--- src/rtl/bcfb_pkg.sv ---
// Shared types, constants and the glyph lookup for the bar-graph frame builder.
// Depends on nothing; every other file but bcfb_queue uses it.
package bcfb_pkg;

    // Width of one column value, one stored level and one display byte.
    localparam int VALUE_W = 16;
    localparam int LEVEL_W = 5;
    localparam int BYTE_W  = 8;

    // Column index field in the store write word, wide enough for the largest column count.
    localparam int COL_W = 5;

    // Sub-levels per character cell and the fraction bits of the Q2.14 input.
    localparam int CELL_STEPS = 8;
    localparam int FRAC_W     = 14;

    // Display codes.
    localparam logic [BYTE_W-1:0] HOME_BYTE  = 8'h16;
    localparam logic [BYTE_W-1:0] SPACE_BYTE = 8'h20;
    localparam logic [BYTE_W-1:0] GLYPH_BASE = 8'hF6;

    // One write into the level store, from the front to the back.
    typedef struct packed {
        logic               en;
        logic               bank;
        logic [COL_W-1:0]   col;
        logic [LEVEL_W-1:0] level;
    } level_wr_t;

    // Character for one cell, given its column level and its row counted from the bottom.
    function automatic logic [BYTE_W-1:0] cell_glyph(input logic [LEVEL_W-1:0] level,
                                                     input logic [1:0] row_from_bottom);
        logic [LEVEL_W-1:0] base;
        logic [LEVEL_W-1:0] sub;
        logic [2:0]         sub_c;
        base = {row_from_bottom, 3'b000};
        if (level > base)
            sub = level - base;
        else
            sub = '0;
        if (sub > LEVEL_W'(CELL_STEPS - 1))
            sub_c = 3'(CELL_STEPS - 1);
        else
            sub_c = sub[2:0];
        if (sub_c == 3'd0)
            return SPACE_BYTE;
        else
            return GLYPH_BASE + {5'd0, sub_c} - 8'd1;
    endfunction

endpackage

--- src/rtl/bcfb_if.sv ---
// Stream interfaces for the column words in and the frame bytes out.
// Depends on bcfb_pkg for the payload widths.
interface bcfb_col_if;
    logic                          valid;
    logic                          ready;
    logic [bcfb_pkg::VALUE_W-1:0]  column_value;

    modport source (output valid, output column_value, input ready);
    modport sink   (input valid, input column_value, output ready);
endinterface

interface bcfb_frame_if;
    logic                          valid;
    logic                          ready;
    logic [bcfb_pkg::BYTE_W-1:0]   frame_byte;
    logic                          last_of_frame;

    modport source (output valid, output frame_byte, output last_of_frame, input ready);
    modport sink   (input valid, input frame_byte, input last_of_frame, output ready);
endinterface

--- src/rtl/bcfb_front.sv ---
// Front end: accepts column words, scales them to levels and hands them to the store.
// Depends on bcfb_pkg; feeds bcfb_queue and bcfb_back.
module bcfb_front #(
    parameter int COLUMNS = 20,
    parameter int ROWS    = 2
) (
    input  logic                         clk,
    input  logic                         rst_n,
    input  logic                         in_valid,
    input  logic [bcfb_pkg::VALUE_W-1:0] in_value,
    output logic                         in_ready,
    output bcfb_pkg::level_wr_t          wr,
    output logic                         push,
    output logic                         push_bank,
    input  logic                         frame_done
);
    import bcfb_pkg::*;

    localparam int CW   = (COLUMNS > 1) ? $clog2(COLUMNS) : 1;
    localparam int FULL = ROWS * CELL_STEPS;
    localparam int PW   = VALUE_W + LEVEL_W + 1;

    logic [CW-1:0]      col_reg, col_next;
    logic               bank_reg, bank_next;
    logic [1:0]         busy_reg, busy_next;
    level_wr_t          wr_reg, wr_next;
    logic               push_reg, push_next;
    logic               push_bank_reg, push_bank_next;
    logic               accept;
    logic               last_col;
    logic [PW-1:0]      scaled;
    logic [7:0]         raw_level;
    logic [LEVEL_W-1:0] level;

    // Two banks can be in flight; stop taking words when both hold unsent frames.
    assign in_ready = (busy_reg != 2'd2);
    assign accept   = in_valid && in_ready;
    assign last_col = (col_reg == CW'(COLUMNS - 1));

    // Level is round(FULL * value) with halves up, saturated at FULL.
    always_comb
    begin
        scaled    = PW'(FULL) * PW'(in_value) + PW'(1 << (FRAC_W - 1));
        raw_level = scaled[FRAC_W +: 8];
        if (raw_level > 8'(FULL))
            level = LEVEL_W'(FULL);
        else
            level = raw_level[LEVEL_W-1:0];
    end

    // Column position, bank choice and the count of frames not yet fully sent.
    always_comb
    begin
        col_next       = col_reg;
        bank_next      = bank_reg;
        push_next      = 1'b0;
        push_bank_next = bank_reg;
        wr_next        = wr_reg;
        wr_next.en     = 1'b0;
        if (accept)
        begin
            wr_next.en    = 1'b1;
            wr_next.bank  = bank_reg;
            wr_next.col   = COL_W'(col_reg);
            wr_next.level = level;
            if (last_col)
            begin
                col_next  = '0;
                bank_next = ~bank_reg;
                push_next = 1'b1;
            end
            else
            begin
                col_next = col_reg + CW'(1);
            end
        end
        busy_next = busy_reg + {1'b0, push_next} - {1'b0, frame_done};
    end

    always_ff @(posedge clk or negedge rst_n)
    begin
        if (!rst_n)
        begin
            col_reg  <= '0;
            bank_reg <= 1'b0;
            busy_reg <= '0;
            push_reg <= 1'b0;
            wr_reg   <= '0;
        end
        else
        begin
            col_reg  <= col_next;
            bank_reg <= bank_next;
            busy_reg <= busy_next;
            push_reg <= push_next;
            wr_reg   <= wr_next;
        end
    end

    // The bank tag of the queued frame needs no reset.
    always_ff @(posedge clk)
    begin
        push_bank_reg <= push_bank_next;
    end

    assign wr        = wr_reg;
    assign push      = push_reg;
    assign push_bank = push_bank_reg;

endmodule

--- src/rtl/bcfb_queue.sv ---
// Two-entry queue of finished frames, each tagged with the store bank that holds it.
// Depends on nothing; sits between bcfb_front and bcfb_back.
module bcfb_queue (
    input  logic clk,
    input  logic rst_n,
    input  logic push,
    input  logic push_bank,
    input  logic pop,
    output logic head_valid,
    output logic head_bank
);
    logic [1:0] slot_reg;
    logic       wptr_reg, wptr_next;
    logic       rptr_reg, rptr_next;
    logic [1:0] count_reg, count_next;

    assign head_valid = (count_reg != 2'd0);
    assign head_bank  = slot_reg[rptr_reg];

    // Pointers and fill count; the front never pushes into a full queue.
    always_comb
    begin
        wptr_next  = wptr_reg ^ push;
        rptr_next  = rptr_reg ^ (pop && head_valid);
        count_next = count_reg + {1'b0, push} - {1'b0, pop && head_valid};
    end

    always_ff @(posedge clk or negedge rst_n)
    begin
        if (!rst_n)
        begin
            wptr_reg  <= 1'b0;
            rptr_reg  <= 1'b0;
            count_reg <= '0;
        end
        else
        begin
            wptr_reg  <= wptr_next;
            rptr_reg  <= rptr_next;
            count_reg <= count_next;
        end
    end

    always_ff @(posedge clk)
    begin
        if (push)
            slot_reg[wptr_reg] <= push_bank;
    end

endmodule

--- src/rtl/bcfb_back.sv ---
// Back end: holds the two-bank level store and streams each frame out one byte a cycle while out_ready allows.
// Depends on bcfb_pkg; takes frames from bcfb_queue and store writes from bcfb_front.
module bcfb_back #(
    parameter int COLUMNS = 20,
    parameter int ROWS    = 2
) (
    input  logic                        clk,
    input  logic                        rst_n,
    input  bcfb_pkg::level_wr_t         wr,
    input  logic                        head_valid,
    input  logic                        head_bank,
    output logic                        pop,
    output logic                        frame_done,
    output logic                        out_valid,
    output logic [bcfb_pkg::BYTE_W-1:0] out_byte,
    output logic                        out_last,
    input  logic                        out_ready
);
    import bcfb_pkg::*;

    localparam int CW    = (COLUMNS > 1) ? $clog2(COLUMNS) : 1;
    localparam int DEPTH = 2 * (2 ** CW);

    typedef enum logic [2:0] {
        ST_IDLE  = 3'b001,
        ST_HOME  = 3'b010,
        ST_CELLS = 3'b100
    } seq_state_t;

    seq_state_t         state_reg, state_next;
    logic               bank_reg, bank_next;
    logic [1:0]         row_reg, row_next;
    logic [CW-1:0]      col_reg, col_next;
    logic               s1_valid_reg, s1_valid_next;
    logic               s1_home_reg, s1_home_next;
    logic [1:0]         s1_row_reg, s1_row_next;
    logic               s1_last_reg, s1_last_next;
    logic [LEVEL_W-1:0] rd_data_reg;
    logic               out_valid_reg;
    logic [BYTE_W-1:0]  out_byte_reg;
    logic               out_last_reg;
    logic               advance;
    logic               last_cell;
    logic [LEVEL_W-1:0] mem [DEPTH];

    // The read stage and the output word move together whenever the output is free.
    assign advance   = !out_valid_reg || out_ready;
    assign last_cell = (row_reg == 2'd0) && (col_reg == CW'(COLUMNS - 1));

    // Sequencer: home byte, then rows from the top, columns left to right.
    always_comb
    begin
        state_next    = state_reg;
        bank_next     = bank_reg;
        row_next      = row_reg;
        col_next      = col_reg;
        s1_valid_next = s1_valid_reg;
        s1_home_next  = s1_home_reg;
        s1_row_next   = s1_row_reg;
        s1_last_next  = s1_last_reg;
        pop           = 1'b0;
        frame_done    = 1'b0;
        if (advance)
            s1_valid_next = 1'b0;
        unique case (state_reg)
            ST_IDLE:
            begin
                if (head_valid)
                begin
                    pop        = 1'b1;
                    bank_next  = head_bank;
                    state_next = ST_HOME;
                end
            end
            ST_HOME:
            begin
                if (advance)
                begin
                    s1_valid_next = 1'b1;
                    s1_home_next  = 1'b1;
                    s1_last_next  = 1'b0;
                    row_next      = 2'(ROWS - 1);
                    col_next      = '0;
                    state_next    = ST_CELLS;
                end
            end
            ST_CELLS:
            begin
                if (advance)
                begin
                    s1_valid_next = 1'b1;
                    s1_home_next  = 1'b0;
                    s1_row_next   = row_reg;
                    s1_last_next  = last_cell;
                    if (col_reg == CW'(COLUMNS - 1))
                    begin
                        col_next = '0;
                        if (row_reg == 2'd0)
                        begin
                            frame_done = 1'b1;
                            state_next = ST_IDLE;
                        end
                        else
                        begin
                            row_next = row_reg - 2'd1;
                        end
                    end
                    else
                    begin
                        col_next = col_reg + CW'(1);
                    end
                end
            end
            default:
            begin
                state_next = ST_IDLE;
            end
        endcase
    end

    always_ff @(posedge clk or negedge rst_n)
    begin
        if (!rst_n)
        begin
            state_reg     <= ST_IDLE;
            s1_valid_reg  <= 1'b0;
            out_valid_reg <= 1'b0;
        end
        else
        begin
            state_reg    <= state_next;
            s1_valid_reg <= s1_valid_next;
            if (advance)
                out_valid_reg <= s1_valid_reg;
        end
    end

    // Sequencer counters and stage payload.
    always_ff @(posedge clk)
    begin
        bank_reg    <= bank_next;
        row_reg     <= row_next;
        col_reg     <= col_next;
        s1_home_reg <= s1_home_next;
        s1_row_reg  <= s1_row_next;
        s1_last_reg <= s1_last_next;
        if (advance)
        begin
            out_byte_reg <= s1_home_reg ? HOME_BYTE : cell_glyph(rd_data_reg, s1_row_reg);
            out_last_reg <= s1_last_reg;
        end
    end

    // Level store: the front fills one bank while the other one is read out.
    always_ff @(posedge clk)
    begin
        if (wr.en)
            mem[{wr.bank, wr.col[CW-1:0]}] <= wr.level;
    end

    always_ff @(posedge clk)
    begin
        if (advance)
            rd_data_reg <= mem[{bank_reg, col_reg}];
    end

    assign out_valid = out_valid_reg;
    assign out_byte  = out_byte_reg;
    assign out_last  = out_last_reg;

endmodule

--- src/rtl/bargraph_character_frame_builder.sv ---
// Top level of the bar-graph character frame builder.
// Depends on bcfb_pkg, bcfb_if, bcfb_front, bcfb_queue and bcfb_back.
//
//   Channel   Dir   Word                          Accepted when
//   columns   in    column_value (Q2.14)          columns.valid && columns.ready
//   frame     out   frame_byte, last_of_frame     frame.valid && frame.ready
//
// A column word is taken in any cycle with columns.ready high. After the last column of a frame
// the back end sends ROWS*COLUMNS+1 bytes, one a cycle while frame.ready holds; the home
// byte passes the push register, the queue, the home state, the read stage and the output
// register. The store has two banks, so the next frame's columns are taken while one frame
// is sent; columns stall only while two finished frames are not yet fully sent, and the
// output register paces the bytes, with a bubble in the idle state between frames.
// Reset clears the column count, bank choice, queue and sequencer; the store is not cleared.
module bargraph_character_frame_builder #(
    parameter int COLUMNS = 20,
    parameter int ROWS    = 2
) (
    input  logic               clk,
    input  logic               rst_n,
    bcfb_col_if.sink           columns,
    bcfb_frame_if.source       frame
);
    import bcfb_pkg::*;

    level_wr_t wr;
    logic      push;
    logic      push_bank;
    logic      pop;
    logic      head_valid;
    logic      head_bank;
    logic      frame_done;

    // Front end: scale words to levels and announce finished frames.
    bcfb_front #(
        .COLUMNS (COLUMNS),
        .ROWS    (ROWS)
    ) u_front (
        .clk        (clk),
        .rst_n      (rst_n),
        .in_valid   (columns.valid),
        .in_value   (columns.column_value),
        .in_ready   (columns.ready),
        .wr         (wr),
        .push       (push),
        .push_bank  (push_bank),
        .frame_done (frame_done)
    );

    // Queue of frames waiting for the back end.
    bcfb_queue u_queue (
        .clk        (clk),
        .rst_n      (rst_n),
        .push       (push),
        .push_bank  (push_bank),
        .pop        (pop),
        .head_valid (head_valid),
        .head_bank  (head_bank)
    );

    // Back end: store and byte sequencer.
    bcfb_back #(
        .COLUMNS (COLUMNS),
        .ROWS    (ROWS)
    ) u_back (
        .clk        (clk),
        .rst_n      (rst_n),
        .wr         (wr),
        .head_valid (head_valid),
        .head_bank  (head_bank),
        .pop        (pop),
        .frame_done (frame_done),
        .out_valid  (frame.valid),
        .out_byte   (frame.frame_byte),
        .out_last   (frame.last_of_frame),
        .out_ready  (frame.ready)
    );

endmodule
--- src/flat_wrapper.sv ---
// flat-port wrapper written by rule: the top's interface ports become plain ports
module bargraph_character_frame_builder_flat import bcfb_pkg::*;
#(
    parameter int COLUMNS = 20,
    parameter int ROWS    = 2
)
  (clk, rst_n, columns_valid, columns_column_value, columns_ready, frame_valid, frame_frame_byte, frame_last_of_frame, frame_ready);
  bcfb_col_if columns_i ();
  bcfb_frame_if frame_i ();
  input  logic clk;
  input  logic rst_n;
  input wire logic [$bits(columns_i.valid)-1:0] columns_valid;
  input wire logic [$bits(columns_i.column_value)-1:0] columns_column_value;
  output wire logic [$bits(columns_i.ready)-1:0] columns_ready;
  output wire logic [$bits(frame_i.valid)-1:0] frame_valid;
  output wire logic [$bits(frame_i.frame_byte)-1:0] frame_frame_byte;
  output wire logic [$bits(frame_i.last_of_frame)-1:0] frame_last_of_frame;
  input wire logic [$bits(frame_i.ready)-1:0] frame_ready;
  assign columns_i.valid = columns_valid;
  assign columns_i.column_value = columns_column_value;
  assign columns_ready = columns_i.ready;
  assign frame_valid = frame_i.valid;
  assign frame_frame_byte = frame_i.frame_byte;
  assign frame_last_of_frame = frame_i.last_of_frame;
  assign frame_i.ready = frame_ready;
  bargraph_character_frame_builder #(.COLUMNS(COLUMNS), .ROWS(ROWS)) u_core (.clk(clk), .rst_n(rst_n), .columns(columns_i), .frame(frame_i));
endmodule
--- config.mk ---
export PLATFORM = sky130hd
export DESIGN_NAME = bargraph_character_frame_builder_flat
export DESIGN_NICKNAME = d
export VERILOG_FILES = /design/src/rtl/bcfb_pkg.sv /design/src/rtl/bcfb_if.sv /design/src/rtl/bcfb_front.sv /design/src/rtl/bcfb_queue.sv /design/src/rtl/bcfb_back.sv /design/src/rtl/bargraph_character_frame_builder.sv /design/src/flat_wrapper.sv
export SDC_FILE = /design/constraint.sdc
export NUM_CORES = 1
export LEC_CHECK = 0
export BUFFER_PORTS_ARGS = -buffer_cell sky130_fd_sc_hd__buf_4
export CAP_MARGIN = 40
export CORE_MARGIN = 4
export CORE_UTILIZATION = 40
export DETAILED_ROUTE_END_ITERATION = 10
export PLACE_DENSITY = 0.53
export SYNTH_ARGS = -nofsm -noshare
export SYNTH_HDL_FRONTEND = slang
export SYNTH_SLANG_ARGS = --single-unit
--- constraint.sdc ---
create_clock -name clk -period 5.3 [get_ports clk]
set_input_delay 1.59 -clock clk [delete_from_list [all_inputs] [get_ports clk]]
set_output_delay 1.59 -clock clk [all_outputs]
set_load 0.02 [all_outputs]
==> out/metrics.cfg <==
[sta]
tns_ns = 0
finalSetupViolations = 0
period_needed_ns = 3.44
finalClockSkew_ns = 0.0179
drv_slew = 0
maxSlewHeadroom_pct = 45.5
clock.fmax_mhz = 291
final.period_utilization_pct = 64.8
hold_violations = 0
worst_slew_pin_slew_ns = 0.812
rsz0062_at_grt = no

[clock_tree]
cts.sinks = 378
clock_latency_ns = 0.54
htreeDepth = 2
cts_tree = done
cts_setup_buffers = 0
cts_made_buffers = 40
cts_hold_buf = 0
root_buffer = clkbuf_16
cts_resized = 0
path_clk_slew_ns = 0.06
cts_buffer_depth = 3

[power_and_ir_drop]
p_leak_uw = 0.00585
ir_drop_mv = 0.209
p_per_area_nw_per_um2 = 510

[detailed_routing]
drtAntennaViolNets = 0
drt_iter0_markers = 683
viasPerCell = 5.31
vias = 7695
drtPass1Iterations = 5
wirelength_microns = 33400
drcViolationCount = 0
wl_per_cell_microns = 23.1

[global_routing]
grt_pass1_wl_microns = 50500
antenna_found_initial = 0
grt.overflow.total = 0
grt_pass1_vias = 7781
grt_usage_pct = 16.3
grt_max_degree = 91

[logic_synthesis]
synth_cell_types = 63
yosys-top-cells-area = edfxtp_1, mux4_2, dfrtp_1
syn_area_sq_um = 15400
syn_nets = 907
ys_warn_count = 0
syn_area_per_cell_sq_um = 17.6
yosysTopAreaCell = edfxtp_1
syn_inst = 874
synthFlopType = edfxtp_1
ys_ff_latch = 378
ys_seq_area_share_pct = 72.7
synth_top_area_share_pct = 67.7
synth-edff-count = 347
ys_async_sr_fraction_pct = 7.94

[finish]
finalNetCount = 941
final_cell_area_sq_um = 17500
n_antenna_cell = 0
area_delta_synth_final_pct = 13.5
drive_above_1_share_pct = 19.3
largest_register_ffs = 320

[setup_path]
path_class = in2reg
critPathLaunchType = input pin
reg2reg_slack_ns = 2.13
cp-end-kind = flop
arrival_ns = 3.90
cp.required_ns = 5.76
cp_max_fo = 18

[floorplan]
initial_core_util_pct = 40.7
ios = 31
die_h_microns = 204
die-area_sq_um = 41700
fp.dieW_microns = 204
core-area_sq_um = 37800
num_rows = 71

[placement]
place_congestion = 0.750
portBuffers = 21
dp_hpwl_microns = 21500
place_area_sq_um = 16100

[status]
status = finished clean

[job]
cap_viol_max_count = 0

[worst_hold_path]
min_path_type = reg2reg

[cells by family (layout without fill, tap and decap cells)]
family	count (synthesis)	in the layout	synth area share (%)
DFF	378	378	72.7
xor gates and xnor gates	17	17	0.967
and+or+nand+nor	216	216	6.45
muxes	106	106	12.8
buffers and inverters	67	132	2.49
AOI/OAI and AO/OA	77	77	3.46
adders and majority gates	13	13	1.11
[layer usage]
metal / track usage (%) / part of all wire (%) / vias up
met5: 0 / 0 / -
met4: 5.50 / 3.0 / 0
met3: 2.54 / 3.9 / 67
met2: 25.1 / 46 / 179
met1: 23.9 / 47 / 3943
li1: - / - / 3506
[cells in the final DEF, fill, tap and decap left out, types with 3 or more instances in the layout]
| cell | netlist | final |
|---|---|---|
| xor2_1 | 4 | 4 |
| mux2i_1 | 34 | 34 |
| a22oi_1 | 12 | 12 |
| edfxtp_1 | 347 | 347 |
| o22ai_1 | 6 | 6 |
| dfrtp_1 | 29 | 24 |
| clkbuf_16 | 0 | 41 |
| o221ai_1 | 4 | 4 |
| mux4_1 | 9 | 9 |
| bufinv_16 | 0 | 8 |
| ha_1 | 12 | 12 |
| nor3_1 | 15 | 15 |
| clkbuf_1 | 20 | 6 |
| buf_12 | 5 | 4 |
| o21ai_0 | 11 | 11 |
| a21oi_1 | 15 | 15 |
| nand2_1 | 53 | 53 |
| xnor2_1 | 13 | 13 |
| and2_1 | 3 | 3 |
| nand4_1 | 5 | 5 |
| nand3b_1 | 6 | 6 |
| clkinv_2 | 0 | 7 |
| a221oi_1 | 3 | 3 |
| nand2b_1 | 6 | 6 |
| clkinv_1 | 1 | 7 |
| mux4_2 | 61 | 61 |
| nor2b_1 | 5 | 5 |
| a31oi_1 | 3 | 3 |
| inv_1 | 18 | 18 |
| buf_4 | 2 | 33 |
| dfrtp_2 | 0 | 5 |
| or3_1 | 4 | 4 |
| or2_2 | 7 | 7 |
| nand3_1 | 14 | 14 |
| nor4_1 | 3 | 3 |
| nor2_1 | 86 | 86 |
| a211oi_1 | 4 | 4 |
| a22o_1 | 3 | 3 |
[layout make-up]
| type | instances | area [sq um] |
|---|---|---|
| Fill cell | 3289 | 20400 |
| Sequential cell | 378 | 11200 |
| Multi-Input combinational cell | 429 | 3820 |
| Clock buffer | 49 | 1080 |
| Tap cell | 511 | 639 |
| Timing Repair Buffer | 38 | 333 |
| Clock inverter | 24 | 323 |
| Inverter | 21 | 78.8 |
[critical path: stages]
cell	delay, ns
buf_4	0.08
nand2_1	0.26
clkinv_1	0.40
nand2_1	0.14
nor3_1	0.52
inv_1	0.10
ha_1	0.29
inv_1	0.04
ha_1	0.18
xnor2_1	0.17
xnor2_1	0.13
[through the flow]
stage | hold WS [ns] | total power, uW | util, % | setup WS, ns | instances
after floorplan | 0.385 | 5330 | - | 2.07 | 874
after global placement | 0.402 | 5970 | 42.3 | 1.31 | 1373
after detailed placement | 0.407 | 6030 | 42.5 | 1.26 | 1377
after CTS | 0.423 | 8990 | 46.2 | 1.84 | 1450
after global routing | 0.430 | 9290 | 46.2 | 1.59 | 1450
final | 0.419 | 8900 | 46.2 | 1.86 | 1450
[where the power goes]
| part | total, uW | switching (uW) | leakage [uW] | internal (uW) |
|---|---|---|---|---|
| registers | 4110 | 309 | 0.00354 | 3800 |
| clock network | 2970 | 1130 | 0.000686 | 1840 |
| logic | 1830 | 1130 | 0.00162 | 692 |
[path summary, 6_finish.rpt]
| path | startpoint | endpoint | cells after the start |
|---|---|---|---|
| setup / recovery | columns_valid | u_core.u_front.busy_reg[1] | 11 |
| hold / removal | u_core.u_front.bank_reg | u_core.u_front.push_bank | 0 |
| setup reg to reg | u_core.u_back.col_reg[0] | u_core.u_back.rd_data_reg[3] | 5 |
| hold reg to reg | u_core.u_front.bank_reg | u_core.u_front.push_bank | 0 |
| max in group asynchronous | rst_n | u_core.u_back.state_reg[0] | 1 |
| min in group asynchronous | rst_n | u_core.u_front.busy_reg[0] | 1 |
[synthesized netlist by cell type, types with 13 or more instances]
cell type  count
a21oi_1       15
buf_2         13
clkbuf_1      20
dfrtp_1       29
edfxtp_1     347
inv_1         18
mux2i_1       34
mux4_2        61
nand2_1       53
nand3_1       14
nor2_1        86
nor3_1        15
xnor2_1       13
(Power assumes the default switching activity.)
